`src/hdl/tpc_pkg.sv`:
```
package tpc_pkg;

  localparam int NODES      = 1024;
  localparam int ALPHABET   = 62;
  localparam int COUNT_BITS = 16;

  localparam int NODE_W      = $clog2(NODES);
  localparam int FREE_W      = NODE_W + 1;
  localparam int SLOTS       = NODES * ALPHABET;
  localparam int SLOT_W      = $clog2(SLOTS);
  localparam int SYM_W       = $clog2(ALPHABET);
  localparam int OP_W        = 2;
  localparam int CHAR_W      = 8;
  localparam int OUT_W       = 16;
  localparam int STATUS_W    = 2;
  localparam int IN_TDATA_W  = 16;
  localparam int OUT_TDATA_W = 24;
  localparam int EXT_W       = (COUNT_BITS > OUT_W) ? COUNT_BITS : OUT_W;

  localparam logic [OP_W-1:0] OP_INSERT = 2'd0;
  localparam logic [OP_W-1:0] OP_EXACT  = 2'd1;

  localparam logic [CHAR_W-1:0] CH_LO_A = 8'd97;
  localparam logic [CHAR_W-1:0] CH_LO_Z = 8'd122;
  localparam logic [CHAR_W-1:0] CH_UP_A = 8'd65;
  localparam logic [CHAR_W-1:0] CH_UP_Z = 8'd90;
  localparam logic [CHAR_W-1:0] CH_D0   = 8'd48;
  localparam logic [CHAR_W-1:0] CH_D9   = 8'd57;
  localparam logic [CHAR_W-1:0] UP_BASE = 8'd26;
  localparam logic [CHAR_W-1:0] DG_BASE = 8'd52;

  typedef enum logic [1:0] {
    ST_OK,
    ST_POOL_FULL,
    ST_BAD_CHAR
  } status_e;

  typedef enum logic [1:0] {
    FL_NONE,
    FL_POOL_FULL,
    FL_BAD_CHAR,
    FL_MISS
  } flag_e;

  typedef enum logic [2:0] {
    S_CLEAR,
    S_IDLE,
    S_LOOKUP,
    S_DECIDE,
    S_PINC,
    S_FREAD,
    S_FRES
  } state_e;

  typedef struct packed {
    logic clear;
    logic accept;
    logic lookup;
    logic decide;
    logic pinc;
    logic fread;
    logic fres;
  } cmd_t;

  typedef struct packed {
    logic clr_last;
    logic char_ok;
    logic go_pinc;
    logic last;
    logic out_free;
  } sts_t;

  typedef struct packed {
    logic             ok;
    logic [SYM_W-1:0] idx;
  } sym_t;

  function automatic sym_t sym_of(logic [CHAR_W-1:0] ch);
    sym_t s;
    s.ok  = 1'b1;
    s.idx = '0;
    if (ch >= CH_LO_A && ch <= CH_LO_Z) begin
      s.idx = SYM_W'(ch - CH_LO_A);
    end else if (ch >= CH_UP_A && ch <= CH_UP_Z) begin
      s.idx = SYM_W'(ch - CH_UP_A + UP_BASE);
    end else if (ch >= CH_D0 && ch <= CH_D9) begin
      s.idx = SYM_W'(ch - CH_D0 + DG_BASE);
    end else begin
      s.ok = 1'b0;
    end
    return s;
  endfunction

  function automatic logic [COUNT_BITS-1:0] sat_inc(logic [COUNT_BITS-1:0] v);
    return (v == '1) ? v : v + 1'b1;
  endfunction

  function automatic logic [OUT_W-1:0] to_out(logic [COUNT_BITS-1:0] v);
    logic [EXT_W-1:0] e;
    e = EXT_W'(v);
    if (e > EXT_W'({OUT_W{1'b1}})) begin
      return '1;
    end
    return OUT_W'(e);
  endfunction

endpackage

```
`src/hdl/tpc_ctrl.sv`:
```
module tpc_ctrl (
  input  logic          clk_i,
  input  logic          rst_ni,
  input  logic          in_valid_i,
  output logic          in_ready_o,
  input  tpc_pkg::sts_t sts_i,
  output tpc_pkg::cmd_t cmd_o
);
  import tpc_pkg::*;

  state_e state_q, state_d;
  state_e char_end;

  always_ff @(posedge clk_i or negedge rst_ni) begin
    if (!rst_ni) begin
      state_q <= S_CLEAR;
    end else begin
      state_q <= state_d;
    end
  end

  always_comb begin
    char_end   = sts_i.last ? S_FREAD : S_IDLE;
    state_d    = state_q;
    cmd_o      = '0;
    in_ready_o = 1'b0;
    unique case (state_q)
      S_CLEAR: begin
        cmd_o.clear = 1'b1;
        if (sts_i.clr_last) begin
          state_d = S_IDLE;
        end
      end
      S_IDLE: begin
        in_ready_o   = 1'b1;
        cmd_o.accept = in_valid_i;
        if (in_valid_i) begin
          state_d = S_LOOKUP;
        end
      end
      S_LOOKUP: begin
        cmd_o.lookup = 1'b1;
        state_d = sts_i.char_ok ? S_DECIDE : char_end;
      end
      S_DECIDE: begin
        cmd_o.decide = 1'b1;
        state_d = sts_i.go_pinc ? S_PINC : char_end;
      end
      S_PINC: begin
        cmd_o.pinc = 1'b1;
        state_d = char_end;
      end
      S_FREAD: begin
        cmd_o.fread = 1'b1;
        state_d = S_FRES;
      end
      S_FRES: begin
        if (sts_i.out_free) begin
          cmd_o.fres = 1'b1;
          state_d = S_IDLE;
        end
      end
      default: begin
        state_d = S_CLEAR;
      end
    endcase
  end

endmodule

```
`config.mk`:
```
export PLATFORM = sky130hd
export DESIGN_NAME = tpc_ctrl
export DESIGN_NICKNAME = d
export VERILOG_FILES = /design/src/hdl/tpc_pkg.sv /design/src/hdl/tpc_ctrl.sv
export SDC_FILE = /design/constraint.sdc
export NUM_CORES = 1
export LEC_CHECK = 0
export ABC_AREA = 1
export BUFFER_PORTS_ARGS = -buffer_cell sky130_fd_sc_hd__buf_2
export CORE_AREA = 2 2 39 41
export CTS_CLUSTER_SIZE = 8
export DETAILED_ROUTE_END_ITERATION = 16
export DIE_AREA = 0 0 41 43
export PLACE_DENSITY = 0.53
export SLEW_MARGIN = 5
export SYNTH_ARGS = -nofsm -noshare
export SYNTH_HDL_FRONTEND = slang
export SYNTH_SLANG_ARGS = --single-unit
```
`constraint.sdc`:
```
create_clock -name clk_i -period 2.45 [get_ports clk_i]
set_input_delay 0.1225 -clock clk_i [delete_from_list [all_inputs] [get_ports clk_i]]
set_output_delay 0.1225 -clock clk_i [all_outputs]
set_load 0.005 [all_outputs]
```
==> results of run 1 <==
## final timing paths
kind,slack (ns),end,depth (start not counted),from
worst min-delay path,0.19,state_q[0],4,sts_i[2]
worst max-delay path,1.12,cmd_o[5],5,state_q[0]
max in group asynchronous,2.13,state_q[1],2,rst_ni
worst max register to register,1.36,state_q[0],6,state_q[0]
min in group asynchronous,0.21,state_q[0],2,rst_ni
worst min register to register,0.70,state_q[0],3,state_q[0]
## synthesized netlist by cell type
cell type  count
inv_2          3
a21oi_1        1
dfrtp_1        3
nor2_1         7
nand2_1       10
o21ai_0        1
nand3_1        3
nor3_1         2
nand3b_1       2
inv_1          8
nand4_1        1
o21a_1         1
nor2_2         2
## report_power, final
group	internal (mW)	switching (mW)	leakage [nW]	total, mW
clock	0.0611	0.0269	0.0150	0.0879
combinational	0.0942	0.124	0.192	0.218
sequential	0.0724	0.0384	0.0373	0.111
## cell families after synthesis
family                 after synthesis
buffers and inverters               11
and+or+nand+nor                     27
DFF                                  3
AOI/OAI and AO/OA                    3
## worst reg2reg max path: stages, from the launching register on
cell,delay [ns]
dfrtp_1,0.43
inv_2,0.12
nand3_1,0.10
nor2_1,0.14
inv_1,0.07
nand2_1,0.06
a21oi_1,0.04
## metal layers
layer  GRT usage, %  part of all wire (%)  wire, µm  vias to the layer above
met2           10.6                    39       263                       17
met3           7.85                    13        87                        4
met5              0                     0         0                        -
met4           4.00                   2.1        14                        0
li1               -                     -         -                      176
met1           13.2                    45       304                      127
## area by class of cell
| class | instances | share of cell area [%] |
|---|---|---|
| sequential | 3 | 19.4 |
| inverter | 11 | 10.6 |
| clock buffer | 4 | 6.77 |
| timing repair buffer | 16 | 21.9 |
| multi-input combinational | 30 | 36.1 |
| tap | 16 | 5.16 |
## metrics by stage
| stage | setup slack (ns) | hold WS (ns) | instance area, µm² |
|---|---|---|---|
| 5_1_grt | 1.00 | 0.227 | 388 |
| 6_report | 1.12 | 0.195 | 388 |
| 3_3_place_gp | 1.37 | -0.0779 | 352 |
| 2_1_floorplan | 1.49 | -0.173 | 256 |
| 4_1_cts | 1.12 | 0.187 | 388 |
| 3_5_place_dp | 1.38 | -0.0781 | 352 |
## repair_timing
item,CTS,global route
endpoints found under the setup margin,0,0
hold buffers,1,0
endpoints found under the hold margin,3,0
resized for setup,0,0
==> out/summary.log, run 1 <==
INFO  layout         largest_register_ffs=3
INFO  yosys          synth_cells=44
INFO  route          route.detailed.vias_per_inst=4.05
INFO  worst_setup_path timing_worst_setup_path_type=reg -> out
INFO  yosys          synth.mux.area_fraction=0%
INFO  worst_setup_path timing.critical_path.max_delay_family=flip-flops
INFO  yosys          synth-compound-area-share=6.83%
INFO  yosys          yosys.area_share.adder=0%
INFO  layout         largest_registers=state_q (3)
INFO  worst_setup_path cell_by_cell_trace_of_the_critical_path=inv_2 -> nor2_2 -> inv_2 -> nor3_1 -> buf_2
INFO  grt            first_global_vias=279
INFO  floorplan      rows=14
INFO  sta            timing.setup.tns=0ns
INFO  yosys          post_synth.cell_area_avg=5.83µm²
INFO  sta            setup_viol=0
INFO  sta            achievable-frequency=752MHz
INFO  worst_setup_path critPathSlowestCell=dfrtp_1
INFO  route          detail_route.wirelength=670µm
INFO  floorplan      floorplan.io_pins=16
INFO  worst_setup_path cp_max_fo=6
INFO  layout         diodes=0
INFO  worst_setup_path cp-start-kind=flip-flop
INFO  layout         layout.cells.most_common=buf_2
INFO  yosys          synthXorXnorAreaFrac=0%
INFO  yosys          synthesis.nets=52
INFO  clocking       cts_tree=done
INFO  sta            number_of_max_slew_violations_in_the_final_report=0
INFO  run            cap_viol_max_count=0
INFO  pwr            fin_total_pwr=416µW
INFO  grt            overflow=0
INFO  layout         most-common-layout-cells=buf_2 (15), nand2_1 (10), inv_1 (8)
INFO  grt            grtUsageTotal=9.65%
INFO  worst_setup_path worstPathArrival=1.21ns
INFO  clocking       postCtsSetupRepairBufs=0
INFO  worst_setup_path type_of_destination_of_the_critical_path=primary output
INFO  floorplan      die_w=41µm
INFO  yosys          yosysWarnings=0
INFO  route          ant_nets=0
INFO  placement      gp_congestion=0.814
INFO  worst_setup_path critical-path-max-stage-delay=0.44ns
INFO  yosys          post_synth_and_or_nand_nor_area_fraction=47.8%
INFO  layout         register_cell_area_after_layout=75.1µm²
INFO  yosys          synth_sequential_area_ratio=29.3%
INFO  route          drt_pre_antenna_iters=4
INFO  layout         layout.cells.non_filler=80
INFO  layout         drive_above_1_share=35.9%
INFO  worst_setup_path worstPathRequired=2.33ns
INFO  sta            fin_crit_sh=54.3%
INFO  route          drtIter0Drc=5
INFO  status         status=finished clean
INFO  yosys          synth_top_family_by_area=simple AND/OR/NAND/NOR gates
INFO  layout         largest_register=state_q
INFO  clocking       clock_sink_count=3
INFO  sta            timing_worst_slew_pin_value=0.218ns
INFO  worst_setup_path critPathBufInv=3
INFO  floorplan      floorplan.initialDensity=18.5%
INFO  clocking       cts-htree-levels=1
INFO  worst_setup_path path_common_cell=inv_2
INFO  clocking       clk_root_buffer_cell=clkbuf_4
INFO  floorplan      die-height=43µm
INFO  placement      numPortBuffers=15
INFO  sta            timing_hold_violations_final=0
INFO  route          num_vias=324
INFO  floorplan      fp.coreArea=0.00138mm²
INFO  clocking       buffers_from_clock_root_to_sink_at_most=2
INFO  route          drt_drc_violations_left=0
INFO  grt            grt_first_pass_wirelength=1100µm
INFO  layout         fillCellCount=168
INFO  pwr            vdd_drop_max=0.411mV
INFO  clocking       clk_pin_slew_worst_paths=0.04ns
INFO  layout         area_growth_syn_to_layout=51.2%
INFO  floorplan      floorplan.die_area=0.00176mm²
INFO  layout         num-nets-final=73
INFO  clocking       clk-insertion-delay-late=0.24ns
INFO  yosys          number_of_storage_elements_in_the_synthesis_netlist=3
INFO  hold_path      hold_class=in -> reg
INFO  yosys          synth_area=256µm²
INFO  sta            rsz0062_at_grt=false
INFO  yosys          synth_top_cell_area_share=29.3%
INFO  clocking       cts_inserted_buffers=3
INFO  placement      dp_hpwl=531µm
INFO  yosys          synth.top_cells.by_area=dfrtp_1 (29%), nand2_1 (15%), inv_1 (12%)
INFO  route          routed_wl_per_cell=8.38µm
INFO  pwr            power_leakage=0.244nW
INFO  placement      number_of_placed_instances_taps_included=75
INFO  sta            slew_headroom=85.5%
INFO  grt            antenna_found_initial=0
INFO  layout         multi_input_combinational_cell_area=140µm²
INFO  grt            grt_start_max_net_pins=8
INFO  layout         finish.utilization=28.0%
INFO  sta            fin_crit=1.33ns
INFO  yosys          netlist.top_cell.by_area=dfrtp_1
INFO  pwr            power.density=1070mW/mm²
INFO  yosys          ys_types=13
INFO  sta            finClkSkew=0.00274ns
Note: power is estimated with default switching activity, not from simulation.
==> run 2: changes to the inputs <==
- clock period: 2.45 -> 1.39 ns (I/O delays scaled with it)
==> run 2 against run 1 <==
  * Via count is 5.6% lower
  * Clock skew up 0.0013 ns
  * Non-clock buffer count stayed put
  * Count of clock-buffer cells in the layout did not move
  * Cell count unchanged
  * Sequential share of layout area unchanged
  * Core utilization did not move
  * Design area did not move
  * First-iteration DRC count did not move
  * Worst setup slack worse by 0.98 ns
  * Sequential power rose by 77%
  * Wire length is 0.30% lower
==> out/summary.log, run 2 (same netlist as run 1, synthesis figures left out) <==
INFO  route          drtIter0Drc=5 [unchanged]
INFO  layout         most-common-layout-cells=buf_2 (15), nand2_1 (10), inv_1 (8) [unchanged]
INFO  floorplan      rows=14 [unchanged]
INFO  pwr            fin_total_pwr=738µW [was 416 µW]
INFO  route          route.detailed.vias_per_inst=3.83 [was 4.05]
INFO  grt            first_global_vias=279 [unchanged]
INFO  sta            achievable-frequency=797MHz
INFO  run            cap_viol_max_count=0 [unchanged]
INFO  floorplan      floorplan.die_area=0.00176mm² [unchanged]
INFO  worst_setup_path r2r_end=state_q[0] [unchanged]
INFO  worst_setup_path worstPathArrival=1.18ns [was 1.21 ns]
INFO  clocking       clk_pin_slew_worst_paths=0.04ns [about the same]
INFO  worst_setup_path critPathBufInv=3 [unchanged]
INFO  hold_path      hold_class=in -> async [was in -> reg]
INFO  layout         largest_register=state_q [unchanged]
INFO  clocking       clock_sink_count=3 [unchanged]
INFO  layout         layout.cells.non_filler=80 [unchanged]
INFO  status         status=finished clean [unchanged]
INFO  route          met3RoutedLength=48µm [was 87 µm]
INFO  worst_setup_path worstSetupStartpoint=state_q[0] [unchanged]
INFO  sta            timing_hold_violations_final=0 [unchanged]
INFO  grt            antenna_found_initial=0 [unchanged]
INFO  layout         num-nets-final=73 [unchanged]
INFO  route          detail_route.wirelength=668µm [was 670 µm]
INFO  route          drt_drc_violations_left=0 [unchanged]
INFO  pwr            power_leakage=0.244nW [unchanged]
INFO  grt            grt_start_max_net_pins=8 [unchanged]
INFO  sta            slew_headroom=84.9% [was 85.5%]
INFO  route          ant_nets=0 [unchanged]
INFO  worst_setup_path critical-path-max-stage-delay=0.43ns [was 0.44 ns]
INFO  placement      numPortBuffers=15 [unchanged]
INFO  grt            grtUsageTotal=8.64% [was 9.65%]
INFO  worst_setup_path timing.critical_path.max_delay_family=flip-flops [unchanged]
INFO  worst_setup_path timing_worst_setup_path_type=reg -> out [unchanged]
INFO  sta            fin_crit=1.25ns
INFO  pwr            vdd_drop_max=0.559mV [was 0.411 mV]
INFO  floorplan      floorplan.io_pins=16 [unchanged]
INFO  clocking       cts-htree-levels=1 [unchanged]
INFO  floorplan      floorplan.initialDensity=18.5% [unchanged]
INFO  grt            overflow=0 [unchanged]
INFO  route          num_vias=306 [was 324]
INFO  floorplan      die-height=43µm [unchanged]
INFO  clocking       clk_root_buffer_cell=clkbuf_4 [unchanged]
INFO  worst_setup_path r2r.worst_path.cells=6 [unchanged]
INFO  worst_setup_path ff2ff_setup_slack=0.30ns [was 1.36 ns]
INFO  worst_setup_path type_of_destination_of_the_critical_path=primary output [unchanged]
INFO  clocking       buffers_from_clock_root_to_sink_at_most=2 [unchanged]
INFO  worst_setup_path cp_max_fo=6 [unchanged]
INFO  worst_setup_path cp-start-kind=flip-flop [unchanged]
INFO  floorplan      fp.coreArea=0.00138mm² [unchanged]
INFO  route          m1WireLength=338µm [was 304 µm]
INFO  clocking       clk-insertion-delay-late=0.23ns [was 0.24 ns]
INFO  floorplan      die_w=41µm [unchanged]
INFO  worst_setup_path worstPathRequired=1.32ns [was 2.33 ns]
INFO  pwr            cellInternalPower=401µW [was 228 µW]
INFO  clocking       cts_inserted_buffers=3 [unchanged]
INFO  layout         diodes=0 [unchanged]
INFO  worst_setup_path critPathSlowestCell=dfrtp_1 [unchanged]
INFO  layout         largest_register_ffs=3 [unchanged]
INFO  pwr            p_comb_share=52.7% [was 52.3%]
INFO  layout         largest_registers=state_q (3) [unchanged]
INFO  pwr            netSwitchingPower=336µW [was 189 µW]
INFO  placement      gp_congestion=0.743 [was 0.814]
INFO  sta            setup_viol=0 [unchanged]
INFO  worst_setup_path reg2reg_from=state_q[0] [unchanged]
INFO  sta            number_of_max_slew_violations_in_the_final_report=0 [unchanged]
INFO  pwr            clock_power_share=20.8% [was 21.1%]
INFO  layout         area_growth_syn_to_layout=51.2% [unchanged]
INFO  placement      number_of_placed_instances_taps_included=75 [unchanged]
INFO  pwr            power_frac_seq=26.5% [was 26.6%]
INFO  route          met2_length=281µm [was 263 µm]
INFO  sta            timing.setup.tns=0ns [unchanged]
INFO  route          topRoutingLayerUsed=met3 [was met4]
INFO  sta            rsz0062_at_grt=false [unchanged]
INFO  clocking       cts_tree=done [unchanged]
INFO  grt            grt_first_pass_wirelength=1040µm [was 1100 µm]
INFO  route          routed_wl_per_cell=8.35µm [was 8.38 µm]
INFO  sta            finClkSkew=0.00408ns [was 0.00274 ns]
INFO  worst_setup_path path_common_cell=inv_2 [unchanged]
INFO  sta            fin_crit_sh=90.2%
INFO  worst_setup_path cell_by_cell_trace_of_the_critical_path=inv_2 -> nor2_2 -> inv_2 -> nor3_1 -> buf_2 [unchanged]
INFO  sta            timing_worst_slew_pin_value=0.226ns [was 0.218 ns]
INFO  placement      dp_hpwl=520µm [was 531 µm]
INFO  layout         drive_above_1_share=35.9% [unchanged]
INFO  pwr            power.density=1900mW/mm² [was 1070 mW/mm²]
INFO  pwr            share_of_total_power_consumed_by_net_switching=45.6% [was 45.3%]
INFO  route          drt_pre_antenna_iters=4 [unchanged]
INFO  clocking       postCtsSetupRepairBufs=0 [unchanged]
INFO  layout         layout.cells.most_common=buf_2 [unchanged]
-- run 2: repair_timing --
item | CTS | global route
endpoints found under the hold margin | 3 | 0
hold buffers | 1 | 0
resized for setup | 0 | 0
-- run 2: stage by stage --
stage / hold slack (ns) / setup WS (ns) / area (µm²) / util [%]
floorplan: -0.226 / 0.431 / 256 / -
detailed placement: -0.132 / 0.312 / 352 / 25.4
global placement: -0.130 / 0.307 / 352 / 25.4
global route: 0.184 / 0.0146 / 388 / 28.0
CTS: 0.147 / 0.129 / 388 / 28.0
finish: 0.156 / 0.136 / 388 / 28.0
-- run 2: layer usage --
metal | vias to the layer above | GRT usage, %
met5 | - | 0
met4 | 0 | 6.00
met3 | 0 | 1.57
met2 | 12 | 11.3
met1 | 121 | 12.3
li1 | 173 | -
-- run 2: cell type report --
class                   instances  area (µm²)
inverters                      11        41.3
multi-input cells              30         140
well taps                      16        20.0
fillers                       160         996
flip-flops and latches          3        75.1
repair buffers                 16        85.1
clock buffers                   4        26.3
-- run 2: worst reg2reg max path, stage by stage, from the launching register on --
cell     delay, ns
dfrtp_1       0.43
inv_2         0.12
nand3_1       0.10
nor2_1        0.15
inv_1         0.08
nand2_1       0.06
a21oi_1       0.04
-- run 2: power by group through the flow --
stage	Sequential (mW)	Clock (mW)	Combinational [mW]
6_report	0.196	0.154	0.388
5_1_grt	0.207	0.163	0.460
2_1_floorplan	0.182	0	0.264
3_5_place_dp	0.197	0	0.389
3_3_place_gp	0.196	0	0.392
4_1_cts	0.196	0.162	0.393
-- run 2: worst max path at each step --
| stage | endpoint | slack (ns) | cells past startpoint |
|---|---|---|---|
| finish | cmd_o[5] | 0.14 | 5 |
| floorplan | state_q[0] | 0.43 | 6 |
| CTS | cmd_o[5] | 0.13 | 5 |
| detailed placement | state_q[0] | 0.31 | 6 |
| global placement | state_q[0] | 0.31 | 6 |
| global route | cmd_o[5] | 0.01 | 5 |
==> run 3: changes to the inputs <==
- CELL_PAD_IN_SITES_DETAIL_PLACEMENT: not set -> 1
- CELL_PAD_IN_SITES_GLOBAL_PLACEMENT: not set -> 2
- CORE_AREA: 2 2 39 41 -> not set
- CORE_MARGIN: not set -> 2
- CORE_UTILIZATION: not set -> 18
- CTS_BUF_LIST: not set -> sky130_fd_sc_hd__clkbuf_4
- DIE_AREA: 0 0 41 43 -> not set
- PLACE_DENSITY: 0.53 -> 0.85
- clock period: 1.39 -> 1.4 ns (I/O delays scaled with it)
==> run 3 against run 2 <==
  * Non-clock buffer count unchanged
  * Hold slack improved by 0.0029 ns
  * Wire length increased by 25%
  * Clock power increased by 13%
  * First-iteration DRC count decreased by 40%
  * Combinational power increased by 2%
  * Power increased by 4.0%
  * Critical path depth unchanged
  * Sequential power about the same
  * Worst setup slack about the same
  * Count of clock-buffer cells in the layout unchanged
  * Critical path type unchanged
  * Largest cell class unchanged
  * Highest routed layer unchanged
==> out/summary.log, run 3 (same netlist as run 1, synthesis figures left out) <==
INFO  status         status=finished clean [unchanged]
INFO  floorplan      fp.coreArea=0.00132mm² [was 0.00138 mm²]
INFO  floorplan      floorplan.io_pins=16 [unchanged]
INFO  pwr            vdd_drop_max=0.542mV [was 0.559 mV]
INFO  sta            timing_hold_violations_final=0 [unchanged]
INFO  sta            layout_setup_ws=0.136ns [about the same]
INFO  layout         layout.cells.most_common=buf_2 [unchanged]
INFO  layout         layout.cells.non_filler=79 [was 80]
INFO  layout         area_growth_syn_to_layout=52.2% [was 51.2%]
INFO  route          drt_drc_violations_left=0 [unchanged]
INFO  worst_setup_path worstPathArrival=1.19ns [was 1.18 ns]
INFO  floorplan      floorplan.initialDensity=19.5% [was 18.5%]
INFO  clocking       post_cts_resized=0 [unchanged]
INFO  placement      numPortBuffers=15 [unchanged]
INFO  floorplan      floorplan.die_area=0.00174mm² [was 0.00176 mm²]
INFO  route          drt_pre_antenna_iters=3 [was 4]
INFO  layout         largest_registers=state_q (3) [unchanged]
INFO  worst_setup_path worstPathRequired=1.33ns [was 1.32 ns]
INFO  sta            timing.setup.tns=0ns [unchanged]
INFO  worst_setup_path reg2reg_from=state_q[2] [was state_q[0]]
INFO  route          drtIter0Drc=3 [was 5]
INFO  sta            setup_viol=0 [unchanged]
INFO  route          routed_wl_per_cell=10.6µm [was 8.35 µm]
INFO  clocking       postCtsSetupRepairBufs=0 [unchanged]
INFO  worst_setup_path cp_max_fo=6 [unchanged]
INFO  layout         num-nets-final=73 [unchanged]
INFO  clocking       ctsHoldBuffers=1 [unchanged]
INFO  route          num_vias=327 [was 306]
INFO  worst_setup_path worstSetupStartpoint=state_q[0] [unchanged]
INFO  layout         multi_input_combinational_cell_area=140µm² [unchanged]
INFO  layout         most-common-layout-cells=buf_2 (15), nand2_1 (10), inv_1 (8) [unchanged]
INFO  clocking       cts_tree=done [unchanged]
INFO  clocking       cts_inserted_buffers=3 [unchanged]
INFO  sta            achievable-frequency=791MHz
INFO  grt            antenna_found_initial=0 [unchanged]
INFO  grt            overflow=0 [unchanged]
INFO  layout         diodes=0 [unchanged]
INFO  hold_path      hold_class=in -> async [unchanged]
INFO  floorplan      die-height=41.8µm [was 43 µm]
INFO  grt            grt_start_max_net_pins=8 [unchanged]
INFO  worst_setup_path timing_worst_setup_path_type=reg -> out [unchanged]
INFO  layout         fillCellCount=184 [was 160]
INFO  clocking       clk-insertion-delay-late=0.24ns [was 0.23 ns]
INFO  layout         register_cell_area_after_layout=75.1µm² [unchanged]
INFO  layout         largest_register_ffs=3 [unchanged]
INFO  floorplan      rows=13 [was 14]
INFO  placement      pre_cts_ws=0.311ns [was 0.312 ns]
INFO  run            cap_viol_max_count=0 [unchanged]
INFO  layout         largest_register=state_q [unchanged]
INFO  pwr            power.density=1970mW/mm² [was 1900 mW/mm²]
INFO  floorplan      die_w=41.8µm [was 41 µm]
INFO  placement      number_of_placed_instances_taps_included=74 [was 75]
INFO  sta            fin_crit_sh=90.3%
INFO  clocking       buffers_from_clock_root_to_sink_at_most=2 [unchanged]
INFO  clocking       clk_pin_slew_worst_paths=0.04ns [about the same]
INFO  grt            grt_first_pass_wirelength=1340µm [was 1040 µm]
INFO  worst_setup_path type_of_destination_of_the_critical_path=primary output [unchanged]
INFO  route          route.detailed.vias_per_inst=4.14 [was 3.83]
INFO  worst_setup_path cp-start-kind=flip-flop [unchanged]
INFO  sta            timing_worst_slew_pin_value=0.240ns [was 0.226 ns]
INFO  grt            first_global_vias=343 [was 279]
INFO  sta            slew_headroom=84.0% [was 84.9%]
INFO  sta            finClkSkew=0.00517ns [was 0.00408 ns]
INFO  pwr            power_leakage=0.247nW [was 0.244 nW]
INFO  clocking       clock_sink_count=3 [unchanged]
INFO  sta            number_of_max_slew_violations_in_the_final_report=0 [unchanged]
INFO  route          detail_route.wirelength=835µm [was 668 µm]
INFO  placement      gp_congestion=0.707 [was 0.743]
INFO  clocking       clk_root_buffer_cell=clkbuf_4 [unchanged]
INFO  sta            fin_crit=1.26ns
INFO  layout         drive_above_1_share=37.5% [was 35.9%]
INFO  route          ant_nets=0 [unchanged]
INFO  clocking       cts-htree-levels=1 [unchanged]
INFO  worst_setup_path ff2ff_setup_slack=0.25ns [was 0.30 ns]
INFO  sta            rsz0062_at_grt=false [unchanged]
INFO  grt            grtUsageTotal=10.3% [was 8.64%]
INFO  placement      dp_hpwl=646µm [was 520 µm]
## run 3: cell types whose count changed in the layout (fill, tap and decap cells not counted)
cell      delta
clkbuf_1     -1
clkbuf_4     +1
## run 3: worst paths after layout
path	endpoint	depth (start not counted)
min in group clk_i	state_q[0]	4
max in group asynchronous	state_q[1]	2
hold reg to reg	state_q[0]	3
setup reg to reg	state_q[0]	5
hold / removal	state_q[2]	2
setup / recovery	cmd_o[5]	5
## run 3: metal layers
layer  share of wire (%)  wire length, µm  global-route usage, %  vias to the layer above
met4                   0                0                   5.81                        0
met3                 6.0               50                   4.78                        0
met1                  46              380                   11.5                      141
met2                  49              405                   15.9                        9
met5                   0                0                      0                        -
li1                    -                -                      -                      177
## run 3: power by group
group | total [mW] | internal (mW) | switching [mW]
clock network | 0.174 | 0.126 | 0.0474
registers | 0.196 | 0.126 | 0.0698
logic | 0.397 | 0.165 | 0.232
## run 3: final cells by class
type                       count  share of cell area, %
multi-input combinational     30                   35.9
sequential                     3                   19.2
timing repair buffer          16                   21.8
tap                           15                   4.81
clock buffer                   4                   7.69
inverter                      11                   10.6
## run 3: worst max-delay path, cell delays in order, from the launching register on
cell and delay, ns:
dfrtp_1 0.43, inv_2 0.09, nor2_2 0.11, inv_2 0.07, nor3_1 0.12, buf_2 0.14
## run 3: per-stage QoR
| step | instance area [µm²] | power (mW) | hold WS (ns) | util (%) |
|---|---|---|---|---|
| 3_5_place_dp | 350 | 0.589 | -0.128 | 26.6 |
| 6_report | 390 | 0.767 | 0.159 | 29.6 |
| 3_3_place_gp | 350 | 0.585 | -0.129 | 26.6 |
| 4_1_cts | 390 | 0.785 | 0.152 | 29.6 |
| 2_1_floorplan | 256 | 0.442 | -0.226 | - |
| 5_1_grt | 390 | 0.845 | 0.164 | 29.6 |
